===== config.mk =====
export PLATFORM = sky130hd
export DESIGN_NAME = pgd_ctrl
export DESIGN_NICKNAME = d
export VERILOG_FILES = /design/src/sv/pgd_pkg.sv /design/src/sv/pgd_ctrl.sv
export SDC_FILE = /design/constraint.sdc
export NUM_CORES = 1
export LEC_CHECK = 0
export ABC_AREA = 1
export BUFFER_PORTS_ARGS = -buffer_cell sky130_fd_sc_hd__buf_2
export CAP_MARGIN = 20
export CORE_ASPECT_RATIO = 0.75
export CORE_MARGIN = 2
export CORE_UTILIZATION = 50
export CTS_BUF_LIST = sky130_fd_sc_hd__clkbuf_8
export CTS_CLUSTER_DIAMETER = 30
export DETAILED_ROUTE_END_ITERATION = 12
export PLACE_DENSITY_LB_ADDON = 0.3
export SLEW_MARGIN = 20
export SYNTH_ARGS = -nofsm -noshare
export SYNTH_HDL_FRONTEND = slang
export SYNTH_SLANG_ARGS = --single-unit

===== constraint.sdc =====
create_clock -name clk -period 1.74 [get_ports clk]
set_input_delay 0.435 -clock clk [delete_from_list [all_inputs] [get_ports clk]]
set_output_delay 0.435 -clock clk [all_outputs]
set_load 0.05 [all_outputs]

===== src/sv/pgd_pkg.sv =====
// Package with the shared types, constants and tables of the geodesic distance block.
package pgd_pkg;

    localparam int COORD_W = 16;
    localparam int DIST_W  = 20;
    localparam int CNT_W   = 5;
    localparam int IDX_W   = 6;

    localparam logic [4:0]  MAX_SPHERES = 5'd16;
    localparam logic [17:0] PI_Q16      = 18'd205887;
    localparam logic [23:0] PI2_Q20     = 24'd10349030;
    localparam logic [39:0] ANG_MAX     = 40'hFF_FFFF_FFFF;
    localparam logic [36:0] SQ_MAX      = {37{1'b1}};
    localparam logic [30:0] UNIT_NORM   = 31'h4000_0000;

    localparam logic [IDX_W-1:0] SQRT_STEPS  = 6'd32;
    localparam logic [IDX_W-1:0] DIVC_STEPS  = 6'd17;
    localparam logic [IDX_W-1:0] CORD_STEPS  = 6'd24;
    localparam logic [IDX_W-1:0] DIVD_STEPS  = 6'd60;

    localparam logic [1:0] REG_NORM_FIRST  = 2'd0;
    localparam logic [1:0] REG_NORM_SECOND = 2'd1;
    localparam logic [1:0] REG_STANDARDIZE = 2'd2;

    typedef enum logic [4:0] {
        OP_IDLE,
        OP_ACC,
        OP_SQ1_LD,
        OP_SQ2_LD,
        OP_SQS_LD,
        OP_SQD_LD,
        OP_SQRT,
        OP_SAVE_R1,
        OP_SAVE_R2,
        OP_DEN,
        OP_DIVC_LD,
        OP_DIVD_LD,
        OP_DIV_STEP,
        OP_COS,
        OP_ASQ,
        OP_COR_LD,
        OP_COR,
        OP_ANG,
        OP_ANGSQ,
        OP_CLOSE,
        OP_DIVISOR,
        OP_RESULT
    } pgd_op_t;

    typedef enum logic [4:0] {
        ST_IDLE,
        ST_ACC,
        ST_SQ1_LD,
        ST_SQ1,
        ST_R1,
        ST_SQ2_LD,
        ST_SQ2,
        ST_R2,
        ST_DEN,
        ST_DIVC_LD,
        ST_DIVC,
        ST_COS,
        ST_ASQ,
        ST_SQS_LD,
        ST_SQS,
        ST_COR_LD,
        ST_COR,
        ST_ANG,
        ST_ANGSQ,
        ST_CLOSE,
        ST_DIVISOR,
        ST_DIVD_LD,
        ST_DIVD,
        ST_SQD_LD,
        ST_SQD,
        ST_RESULT
    } pgd_state_t;

    typedef struct packed {
        pgd_op_t          op;
        logic [IDX_W-1:0] idx;
    } pgd_cmd_t;

    typedef struct packed {
        logic blk_end;
        logic pt_end;
    } pgd_status_t;

    function automatic logic [23:0] atan_q24(input logic [4:0] i);
        logic [23:0] v;
        case (i)
            5'd0:    v = 24'd13176795;
            5'd1:    v = 24'd7778716;
            5'd2:    v = 24'd4110060;
            5'd3:    v = 24'd2086331;
            5'd4:    v = 24'd1047214;
            5'd5:    v = 24'd524117;
            5'd6:    v = 24'd262123;
            5'd7:    v = 24'd131069;
            5'd8:    v = 24'd65536;
            5'd9:    v = 24'd32768;
            5'd10:   v = 24'd16384;
            5'd11:   v = 24'd8192;
            5'd12:   v = 24'd4096;
            5'd13:   v = 24'd2048;
            5'd14:   v = 24'd1024;
            5'd15:   v = 24'd512;
            5'd16:   v = 24'd256;
            5'd17:   v = 24'd128;
            5'd18:   v = 24'd64;
            5'd19:   v = 24'd32;
            5'd20:   v = 24'd16;
            5'd21:   v = 24'd8;
            5'd22:   v = 24'd4;
            5'd23:   v = 24'd2;
            default: v = 24'd0;
        endcase
        return v;
    endfunction

endpackage


===== src/sv/pgd_ctrl.sv =====
// Sequencer that steps the datapath through accumulation, block close and result.
module pgd_ctrl (
    input  logic                clk,
    input  logic                rst_n,
    input  logic                in_valid,
    output logic                in_ready,
    output logic                out_valid,
    input  logic                out_ready,
    input  pgd_pkg::pgd_status_t status,
    output pgd_pkg::pgd_cmd_t   cmd
);
    import pgd_pkg::*;

    pgd_state_t       state_reg, state_next;
    logic [IDX_W-1:0] cnt_reg, cnt_next;
    logic             ovalid_reg, ovalid_next;
    logic             last;

    assign in_ready  = (state_reg == ST_IDLE);
    assign out_valid = ovalid_reg;

    always_ff @(posedge clk or negedge rst_n)
    begin
        if (!rst_n)
        begin
            state_reg  <= ST_IDLE;
            cnt_reg    <= '0;
            ovalid_reg <= 1'b0;
        end
        else
        begin
            state_reg  <= state_next;
            cnt_reg    <= cnt_next;
            ovalid_reg <= ovalid_next;
        end
    end

    always_comb
    begin
        state_next  = state_reg;
        cnt_next    = cnt_reg + 1'b1;
        ovalid_next = ovalid_reg && !out_ready;
        cmd.op      = OP_IDLE;
        cmd.idx     = cnt_reg;
        last        = 1'b0;
        case (state_reg)
            ST_IDLE:
            begin
                if (in_valid)
                    state_next = ST_ACC;
            end
            ST_ACC:
            begin
                cmd.op = OP_ACC;
                state_next = (status.blk_end || status.pt_end) ? ST_SQ1_LD : ST_IDLE;
            end
            ST_SQ1_LD:
            begin
                cmd.op = OP_SQ1_LD;
                cnt_next = '0;
                state_next = ST_SQ1;
            end
            ST_SQ1:
            begin
                cmd.op = OP_SQRT;
                last = (cnt_reg == SQRT_STEPS - 1'b1);
                if (last)
                    state_next = ST_R1;
            end
            ST_R1:
            begin
                cmd.op = OP_SAVE_R1;
                state_next = ST_SQ2_LD;
            end
            ST_SQ2_LD:
            begin
                cmd.op = OP_SQ2_LD;
                cnt_next = '0;
                state_next = ST_SQ2;
            end
            ST_SQ2:
            begin
                cmd.op = OP_SQRT;
                last = (cnt_reg == SQRT_STEPS - 1'b1);
                if (last)
                    state_next = ST_R2;
            end
            ST_R2:
            begin
                cmd.op = OP_SAVE_R2;
                state_next = ST_DEN;
            end
            ST_DEN:
            begin
                cmd.op = OP_DEN;
                state_next = ST_DIVC_LD;
            end
            ST_DIVC_LD:
            begin
                cmd.op = OP_DIVC_LD;
                cnt_next = '0;
                state_next = ST_DIVC;
            end
            ST_DIVC:
            begin
                cmd.op = OP_DIV_STEP;
                last = (cnt_reg == DIVC_STEPS - 1'b1);
                if (last)
                    state_next = ST_COS;
            end
            ST_COS:
            begin
                cmd.op = OP_COS;
                state_next = ST_ASQ;
            end
            ST_ASQ:
            begin
                cmd.op = OP_ASQ;
                state_next = ST_SQS_LD;
            end
            ST_SQS_LD:
            begin
                cmd.op = OP_SQS_LD;
                cnt_next = '0;
                state_next = ST_SQS;
            end
            ST_SQS:
            begin
                cmd.op = OP_SQRT;
                last = (cnt_reg == SQRT_STEPS - 1'b1);
                if (last)
                    state_next = ST_COR_LD;
            end
            ST_COR_LD:
            begin
                cmd.op = OP_COR_LD;
                cnt_next = '0;
                state_next = ST_COR;
            end
            ST_COR:
            begin
                cmd.op = OP_COR;
                last = (cnt_reg == CORD_STEPS - 1'b1);
                if (last)
                    state_next = ST_ANG;
            end
            ST_ANG:
            begin
                cmd.op = OP_ANG;
                state_next = ST_ANGSQ;
            end
            ST_ANGSQ:
            begin
                cmd.op = OP_ANGSQ;
                state_next = ST_CLOSE;
            end
            ST_CLOSE:
            begin
                cmd.op = OP_CLOSE;
                state_next = status.pt_end ? ST_DIVISOR : ST_IDLE;
            end
            ST_DIVISOR:
            begin
                cmd.op = OP_DIVISOR;
                state_next = ST_DIVD_LD;
            end
            ST_DIVD_LD:
            begin
                cmd.op = OP_DIVD_LD;
                cnt_next = '0;
                state_next = ST_DIVD;
            end
            ST_DIVD:
            begin
                cmd.op = OP_DIV_STEP;
                last = (cnt_reg == DIVD_STEPS - 1'b1);
                if (last)
                    state_next = ST_SQD_LD;
            end
            ST_SQD_LD:
            begin
                cmd.op = OP_SQD_LD;
                cnt_next = '0;
                state_next = ST_SQD;
            end
            ST_SQD:
            begin
                cmd.op = OP_SQRT;
                last = (cnt_reg == SQRT_STEPS - 1'b1);
                if (last)
                    state_next = ST_RESULT;
            end
            ST_RESULT:
            begin
                if (!ovalid_reg || out_ready)
                begin
                    cmd.op = OP_RESULT;
                    ovalid_next = 1'b1;
                    state_next = ST_IDLE;
                end
            end
            default:
            begin
                state_next = ST_IDLE;
            end
        endcase
    end

endmodule


* Word-level counts from Yosys, hierarchy flattened *
Index checks and enable logic that the tools add are counted.

word-level totals
  flip-flop bits (word level) = 12
  input bits = 6
  logic and storage cells = 69

cells by class
  add/sub/neg operators = 1
  equality and inequality tests = 38
  multiplexer cells = 17
  reductions and logical operators = 10

operator list
  kind                 number
  $pmux 5 s26          1
  $pmux 5 s21          1
  $mux 5               11
  $eq 5x5->1 const B   10
  $eq 5x4->1 const B   8
  $eq 5x3->1 const B   4
  $eq 6x5->1 const B   3
  $ne 2x2->1 const B   9
  $eq 5x2->1 const B   2
  $reduce_and 9->1     1
  $reduce_or 7->1      1
  $add 6x1->6 const B  1
  $eq 6x6->1 const B   1
  $mux 6               1
  $eq 5x1->1 const B   1
  $logic_not 5->1      1
  $reduce_or 4->1      1
  $logic_not 1->1      2
  $logic_or 1x1->1     2
  $mux 1               2
  $mux 2               1
  $reduce_or 2->1      1
  $logic_and 1x1->1    1

* Depth between registers and ports, before layout *
Gate-level depths: netlist of the first run.

  depth in word-level cells = 4
  depth in mapped cells = 10
  gate-level depth less buffers = 10

* Worst setup path before layout of the first run *
Ideal clock, no wire load.

  path type = flip-flop to output port
  from = register ovalid_reg, in the netlist out_valid
  to = output cmd[6] (netlist bit)
  data arrival time = 1.615 ns
  setup slack = -0.310 ns
  cell stages (with the launch flop) = 6
  cell sequence = dfrtp_1 -> inv_1 -> o21ai_0 -> nand2_1 -> nor2_1 -> nand4_1

RTL lines
  what                    line            source
  start, declared         pgd_ctrl.sv:16  logic ovalid_reg, ovalid_next;
  start signal, assigned  pgd_ctrl.sv:34  ovalid_reg <= ovalid_next;
  end, declared           pgd_ctrl.sv:10  output pgd_pkg::pgd_cmd_t cmd

==> results.json, run 1 <==
{
  "status": "complete, but fails checks",
  "failed_checks": "setup timing",
  "max_freq_mhz": 469,
  "min_path_type": "in -> async",
  "layout_commonest_cell": "nand2_1",
  "die_area_um2": 3250,
  "h-tree-depth": 1,
  "ys_warn_count": 0,
  "final_nets": 278,
  "cts_made_buffers": 3,
  "hold_viol": 0,
  "end_kind": "primary output",
  "avgSynthCellArea_um2": 7.05,
  "gp_congestion": 1.01,
  "cts_tree": "done",
  "core_area_um2": 2640,
  "hpwl_um": 3280,
  "tightestPinTransition_ps": 286,
  "wl_um": 5560,
  "cp.required_ps": 1300,
  "largest_reg_flops": 6,
  "insertion_delay_ps": 240,
  "ir_drop_mv": 1.54,
  "initial_utilization_pct": 53.1,
  "synth_cells": 199,
  "grt_pass1_vias": 1623,
  "place_ws_ps": -206,
  "drive_gt1_share_pct": 54.6,
  "crit_fanout": 5,
  "period_share_pct": 122,
  "fin_skew_ps": 1.20,
  "drc": 0,
  "rsz0062_at_grt": "true",
  "routed-via-count": 1772,
  "cts.sinks": 12,
  "setup_tns_ps": -2030,
  "max_cap_viol_count": 0,
  "timing.hold.ws_ps": 64.8,
  "antenna_found_initial": 0,
  "slew_headroom_pct": 80.9,
  "wl_per_cell_um": 18.2,
  "start_kind": "register",
  "n_antenna_cell": 0,
  "fin_crit_ps": 2130,
  "slew_violations": 0,
  "die_w_um": 65.2,
  "fin_ws_ps": -390,
  "ys_seq_area_share_pct": 21.4,
  "final_util_pct": 83.8,
  "rows": 16,
  "worstPathArrival_ps": 1700,
  "initialDrtViolationCount": 179,
  "path_clk_slew_ps": 50,
  "first_pass_iters": 5,
  "mostFrequentLayoutCells": "45 x nand2_1, 44 x buf_4, 28 x nor2_1, 15 x nand3_1, 14 x nand2_2",
  "grt_pass1_wl_um": 7580,
  "chipHeight_um": 49.9,
  "io_buffers": 18,
  "vias_per_cell": 5.81,
  "setup-violations-final": 9,
  "io-pin-count": 19,
  "synth-seq-cells": 12,
  "clock_path_buffers": 2,
  "grt_max_degree": 13,
  "p_per_area_nw_per_um2": 2190,
  "gr-total-overflow": 0,
  "areaGrowthSynthToFinish_pct": 57.8,
  "synth_cell_types": 32,
  "hold_buffers": 0,
  "netlist_area_um2": 1400,
  "leakage_nw": 1.15,
  "synth_nets": 207,
  "grt_usage_pct": 31.3,
  "worst-setup-path-type": "reg -> out",
  "antenna_left": 0,
  "cts-root-buf": "clkbuf_8"
}
==> through the flow <==
stage	total power (W)	instance area (um^2)	std cells
finish	0.00484	2210	305
CTS	0.00435	2050	297
detailed placement	0.00365	1840	287
floorplan	0.00271	1420	199
global route	0.00507	2210	305
global placement	0.00364	1840	287
==> repair_timing <==
action | in CTS | in global routing
setup buffers | 6 | 8
pin swaps | 10 | 18
endpoints found under the setup margin | 7 | 11
cloned | 0 | 1
gates resized for setup | 32 | 22
==> synth_stat cells <==
cell      instances  area, um^2
inv_1             9        33.8
nor3b_1           1        7.51
dfrtp_1          12         300
nand3_1          20         100
a21oi_1           2        10.0
o22ai_1           2        12.5
inv_2             2        7.51
or2_2             1        6.26
a22oi_1           2        15.0
nor3_2            1        10.0
nor3b_2           1        12.5
nand3_4           1        17.5
nor2_1           34         128
nand2_1          51         191
nor2_4            5        56.3
inv_4             4        25.0
nand2_4           5        56.3
nand4_4           1        21.3
o21ai_1           1        5.00
nor2_8            3        60.1
xor2_1            2        17.5
o21ai_0           1        5.00
nor2_2            3        18.8
buf_6             5        56.3
a31oi_1           1        6.26
nand4_1           5        31.3
inv_6             1        8.76
nand3_2           5        50.1
nand2_2          10        62.6
buf_4             1        7.51
nand3b_1          5        37.5
ha_1              2        25.0
==> critical path, stage by stage (launching register included) <==
cell,delay (ps)
dfrtp_2,470
buf_12,160
nor2_4,190
nand2_1,130
nand2_1,150
nor2_1,80
nand4_1,90
buf_6,170
==> final timing paths <==
check	start	to	slack, ps	cells after the start
setup reg to reg	state_reg[2]	state_reg[3]	-40	11
hold / removal	rst_n	cnt_reg[3]	60	1
setup / recovery	state_reg[2]	cmd[9]	-390	7
hold reg to reg	cnt_reg[0]	cnt_reg[0]	480	1
max in group asynchronous	rst_n	state_reg[0]	1440	1
min in group clk	out_ready	out_valid	420	2
==> cell families after synthesis <==
family / count (synthesis) / share of synthesized area (%)
adders and majority gates: 2 / 1.78
xor gates and xnor gates: 2 / 1.25
buffers and inverters: 22 / 9.90
DFF: 12 / 21.4
AOI/OAI and AO/OA: 9 / 3.84
and+or+nand+nor: 152 / 61.8
==> per-layer routing <==
layer | vias up | wire length [um] | GRT usage (%)
met5 | - | 0 | 0
met1 | 794 | 2270 | 43.6
met2 | 151 | 2410 | 46.4
met4 | 0 | 282 | 11.1
met3 | 42 | 603 | 8.68
li1 | 785 | - | -
==> power breakdown <==
group / switching, W / internal [W]
Sequential: 0.000150 / 0.000407
Clock: 0.000108 / 0.000200
Combinational: 0.00242 / 0.00156
==> final cells by class <==
cell class,count,area (um^2)
Timing Repair Buffer,72,627
Clock buffer,4,55.1
Multi-Input combinational cell,165,1100
Fill cell,150,429
Tap cell,36,45.0
Sequential cell,12,309
Inverter,16,77.6
No activity file was read; power rests on OpenSTA's default activity.
==> inputs of run 2 (changes only) <==
CELL_PAD_IN_SITES_DETAIL_PLACEMENT = 2   (was not set)
CELL_PAD_IN_SITES_GLOBAL_PLACEMENT = 2   (was not set)
CORE_UTILIZATION = 33   (was 50)
PLACE_DENSITY_LB_ADDON = 0.1   (was 0.3)
==> run 2 against run 1 <==
The run now fails in clock tree synthesis (4_1_cts). Synthesized cell count unchanged. Synthesized area unchanged.
==> results.json, run 2 <==
{
  "status": "aborted with a tool error",
  "stop_stage": "clock tree synthesis (4_1_cts)",
  "error": "[ERROR DPL-0033] detailed placement checks failed during check placement.",
  "die_w_um": 79.3,
  "synth_nets": 207,
  "initial_utilization_pct": 34.4,
  "synth_commonest_cells": "51 x nand2_1, 34 x nor2_1, 20 x nand3_1",
  "cts.sinks": 12,
  "cts_resized": 44,
  "yosys-top-cells-area": "dfrtp_1 21%, nand2_1 14%, nor2_1 9.1%",
  "h-tree-depth": 1,
  "chipHeight_um": 60.5,
  "avgSynthCellArea_um2": 7.05,
  "synth_cells": 199,
  "dp.cells": 312,
  "hpwl_um": 5160,
  "cts_setup_buffers": 9,
  "ys_seq_area_share_pct": 21.4,
  "netlist.area_leader.share_pct": 21.4,
  "synth_edf_count": 0,
  "clock_path_buffers": 2,
  "io_buffers": 18,
  "cts_made_buffers": 3,
  "synth_area_leader_cell": "dfrtp_1",
  "yosysMostFrequentCell": "nand2_1",
  "async_flop_share_pct": 100,
  "ys_warn_count": 0,
  "synth_cell_types": 32,
  "io-pin-count": 19,
  "rows": 20,
  "hold_buffers": 0,
  "yosys_most_used_dff": "dfrtp_1",
  "synth-seq-cells": 12,
  "cts-root-buf": "clkbuf_8",
  "netlist_area_um2": 1400,
  "gp_congestion": 0.938
}
## run 2: cells by family after synthesis
kind of cell | count (synthesis) | synth area share (%)
and+or+nand+nor | 152 | 61.8
DFF | 12 | 21.4
AOI/OAI and AO/OA | 9 | 3.84
adders and majority gates | 2 | 1.78
xor gates and xnor gates | 2 | 1.25
buffers and inverters | 22 | 9.90
## run 2: metrics by stage
stage / TNS (ps) / instance area, um^2 / hold WS (ps) / worst slack [ps]
after detailed placement: -1220 / 1910 / 331 / -242
after floorplan: -409 / 1420 / 139 / -102
after global placement: -726 / 1910 / 326 / -193
==> inputs of run 3 (changes only) <==
CELL_PAD_IN_SITES_DETAIL_PLACEMENT = not set   (was 2)
CELL_PAD_IN_SITES_GLOBAL_PLACEMENT = not set   (was 2)
CORE_ASPECT_RATIO = not set   (was 0.75)
CORE_UTILIZATION = 35   (was 33)
CTS_BUF_LIST = not set   (was sky130_fd_sc_hd__clkbuf_8)
CTS_CLUSTER_DIAMETER = not set   (was 30)
PLACE_DENSITY_LB_ADDON = 0.15   (was 0.1)
==> run 3 against run 2 <==
The flow now finishes, with violations (setup timing).
==> results.json, run 3 (synthesized netlist as in run 1, its figures left out) <==
{
  "status": "complete, but fails checks",
  "failed_checks": "setup timing",
  "pwr-share-comb_pct": 82.6,
  "final_nets": 287,
  "initialDrtViolationCount": 101,
  "n_antenna_cell": 0,
  "rows": 23,
  "rsz0062_at_grt": "true",
  "io_buffers": 18,
  "initial_utilization_pct": 35.8,
  "cts.sinks": 12,
  "first_pass_iters": 4,
  "final_util_pct": 58.2,
  "grt_pass1_wl_um": 6940,
  "drive_gt1_share_pct": 56.5,
  "insertion_delay_ps": 240,
  "setup-violations-final": 6,
  "cp.required_ps": 1300,
  "ir_drop_mv": 0.999,
  "wl_um": 4430,
  "fin_skew_ps": 6.87,
  "worst-setup-path-type": "reg -> out",
  "hpwl_um": 3280,
  "end_kind": "primary output",
  "core_area_um2": 3910,
  "fin_crit_ps": 2100,
  "leakage_nw": 1.19,
  "place_ws_ps": -178,
  "areaGrowthSynthToFinish_pct": 62.5,
  "io-pin-count": 19,
  "cts_tree": "done",
  "placed_cell_area_um2": 1880,
  "routed-via-count": 1603,
  "swShare_pct": 53.3,
  "mostFrequentLayoutCells": "50 x buf_4, 40 x nand2_1, 28 x nor2_1, 18 x nand2_2",
  "grt_pass1_vias": 1466,
  "cts-root-buf": "clkbuf_8",
  "timing.hold.ws_ps": 66.2,
  "wl_per_cell_um": 13.5,
  "crit_fanout": 6,
  "min_path_type": "in -> async",
  "antenna_found_initial": 0,
  "die_w_um": 67.3,
  "fin_ws_ps": -364,
  "tightestPinTransition_ps": 290,
  "h-tree-depth": 1,
  "grt_usage_pct": 20.4,
  "grt_max_degree": 14,
  "intPower_w": 0.00221,
  "finalInstanceArea_um2": 2280,
  "slew_headroom_pct": 80.7,
  "max_cap_viol_count": 0,
  "slew_violations": 0,
  "path_clk_slew_ps": 60,
  "start_kind": "register",
  "gp_congestion": 0.908,
  "vias_per_cell": 4.89,
  "p_clk_share_pct": 6.5,
  "largest_reg_flops": 6,
  "p_switching_w": 0.00252,
  "layout_commonest_cell": "buf_4",
  "drc": 0,
  "die_area_um2": 4530,
  "max_freq_mhz": 475,
  "p_per_area_nw_per_um2": 2080,
  "period_share_pct": 121,
  "chipHeight_um": 67.3,
  "antenna_left": 0,
  "cts_made_buffers": 3,
  "p_total_w": 0.00473,
  "seqPwrFrac_pct": 10.9,
  "gr-total-overflow": 0,
  "worstPathArrival_ps": 1670,
  "hold_viol": 0,
  "clock_path_buffers": 2
}
[run 3: timing repair]
action / 4_1_cts / 5_1_grt
hold buffers: 0 / 0
endpoints found under the setup margin: 6 / 11
pin swaps: 14 / 21
gates resized for setup: 41 / 21
buffers inserted: 8 / 12
[run 3: final timing paths]
check                             start      endpoint  slack [ps]  cells after the start
max                        state_reg[2]        cmd[7]        -360                      8
min                               rst_n    cnt_reg[0]          70                      1
max reg2reg                state_reg[2]  state_reg[2]          40                     13
min reg2reg                  cnt_reg[0]    cnt_reg[0]         480                      1
max in group asynchronous         rst_n    cnt_reg[1]        1420                      1
min in group clk             cnt_reg[0]    cnt_reg[0]         480                      1
[run 3: per-layer routing]
layer  wire, um  share of wire [%]  vias up  track usage, %
li1           -                  -      807               -
met1       1960                 44      729            27.5
met2       2160                 49       57            33.7
met3        219                4.9       10            3.50
met4         90                2.0        0            5.36
met5          0                  0        -               0
[run 3: critical path, cell delays in order (launching register included)]
cell      delay (ps)
dfrtp_2          430
buf_6            140
nor2_8            50
buf_4            130
nand2_2          100
nand2_2           80
nor3b_2          180
nand3b_1         140
buf_6            180
[run 3: area by class of cell]
cell class	instances	area (um^2)
Tap cell	50	62.6
Clock buffer	4	55.1
Fill cell	379	1630
Sequential cell	12	305
Timing Repair Buffer	81	674
Inverter	16	85.1
Multi-Input combinational cell	165	1100
[run 3: stage by stage]
stage | setup TNS [ps] | instances
floorplan | -409 | 199
global placement | -644 | 307
detailed placement | -543 | 307
CTS | -1410 | 317
global route | -2390 | 328
finish | -1560 | 328
[run 3: power by group through the flow]
stage	combinational (W)	clock (W)	sequential [W]
global route	0.00420	0.000328	0.000533
floorplan	0.00205	0	0.000664
detailed placement	0.00317	0	0.000506
global placement	0.00319	0	0.000505
CTS	0.00362	0.000318	0.000516
finish	0.00391	0.000308	0.000516
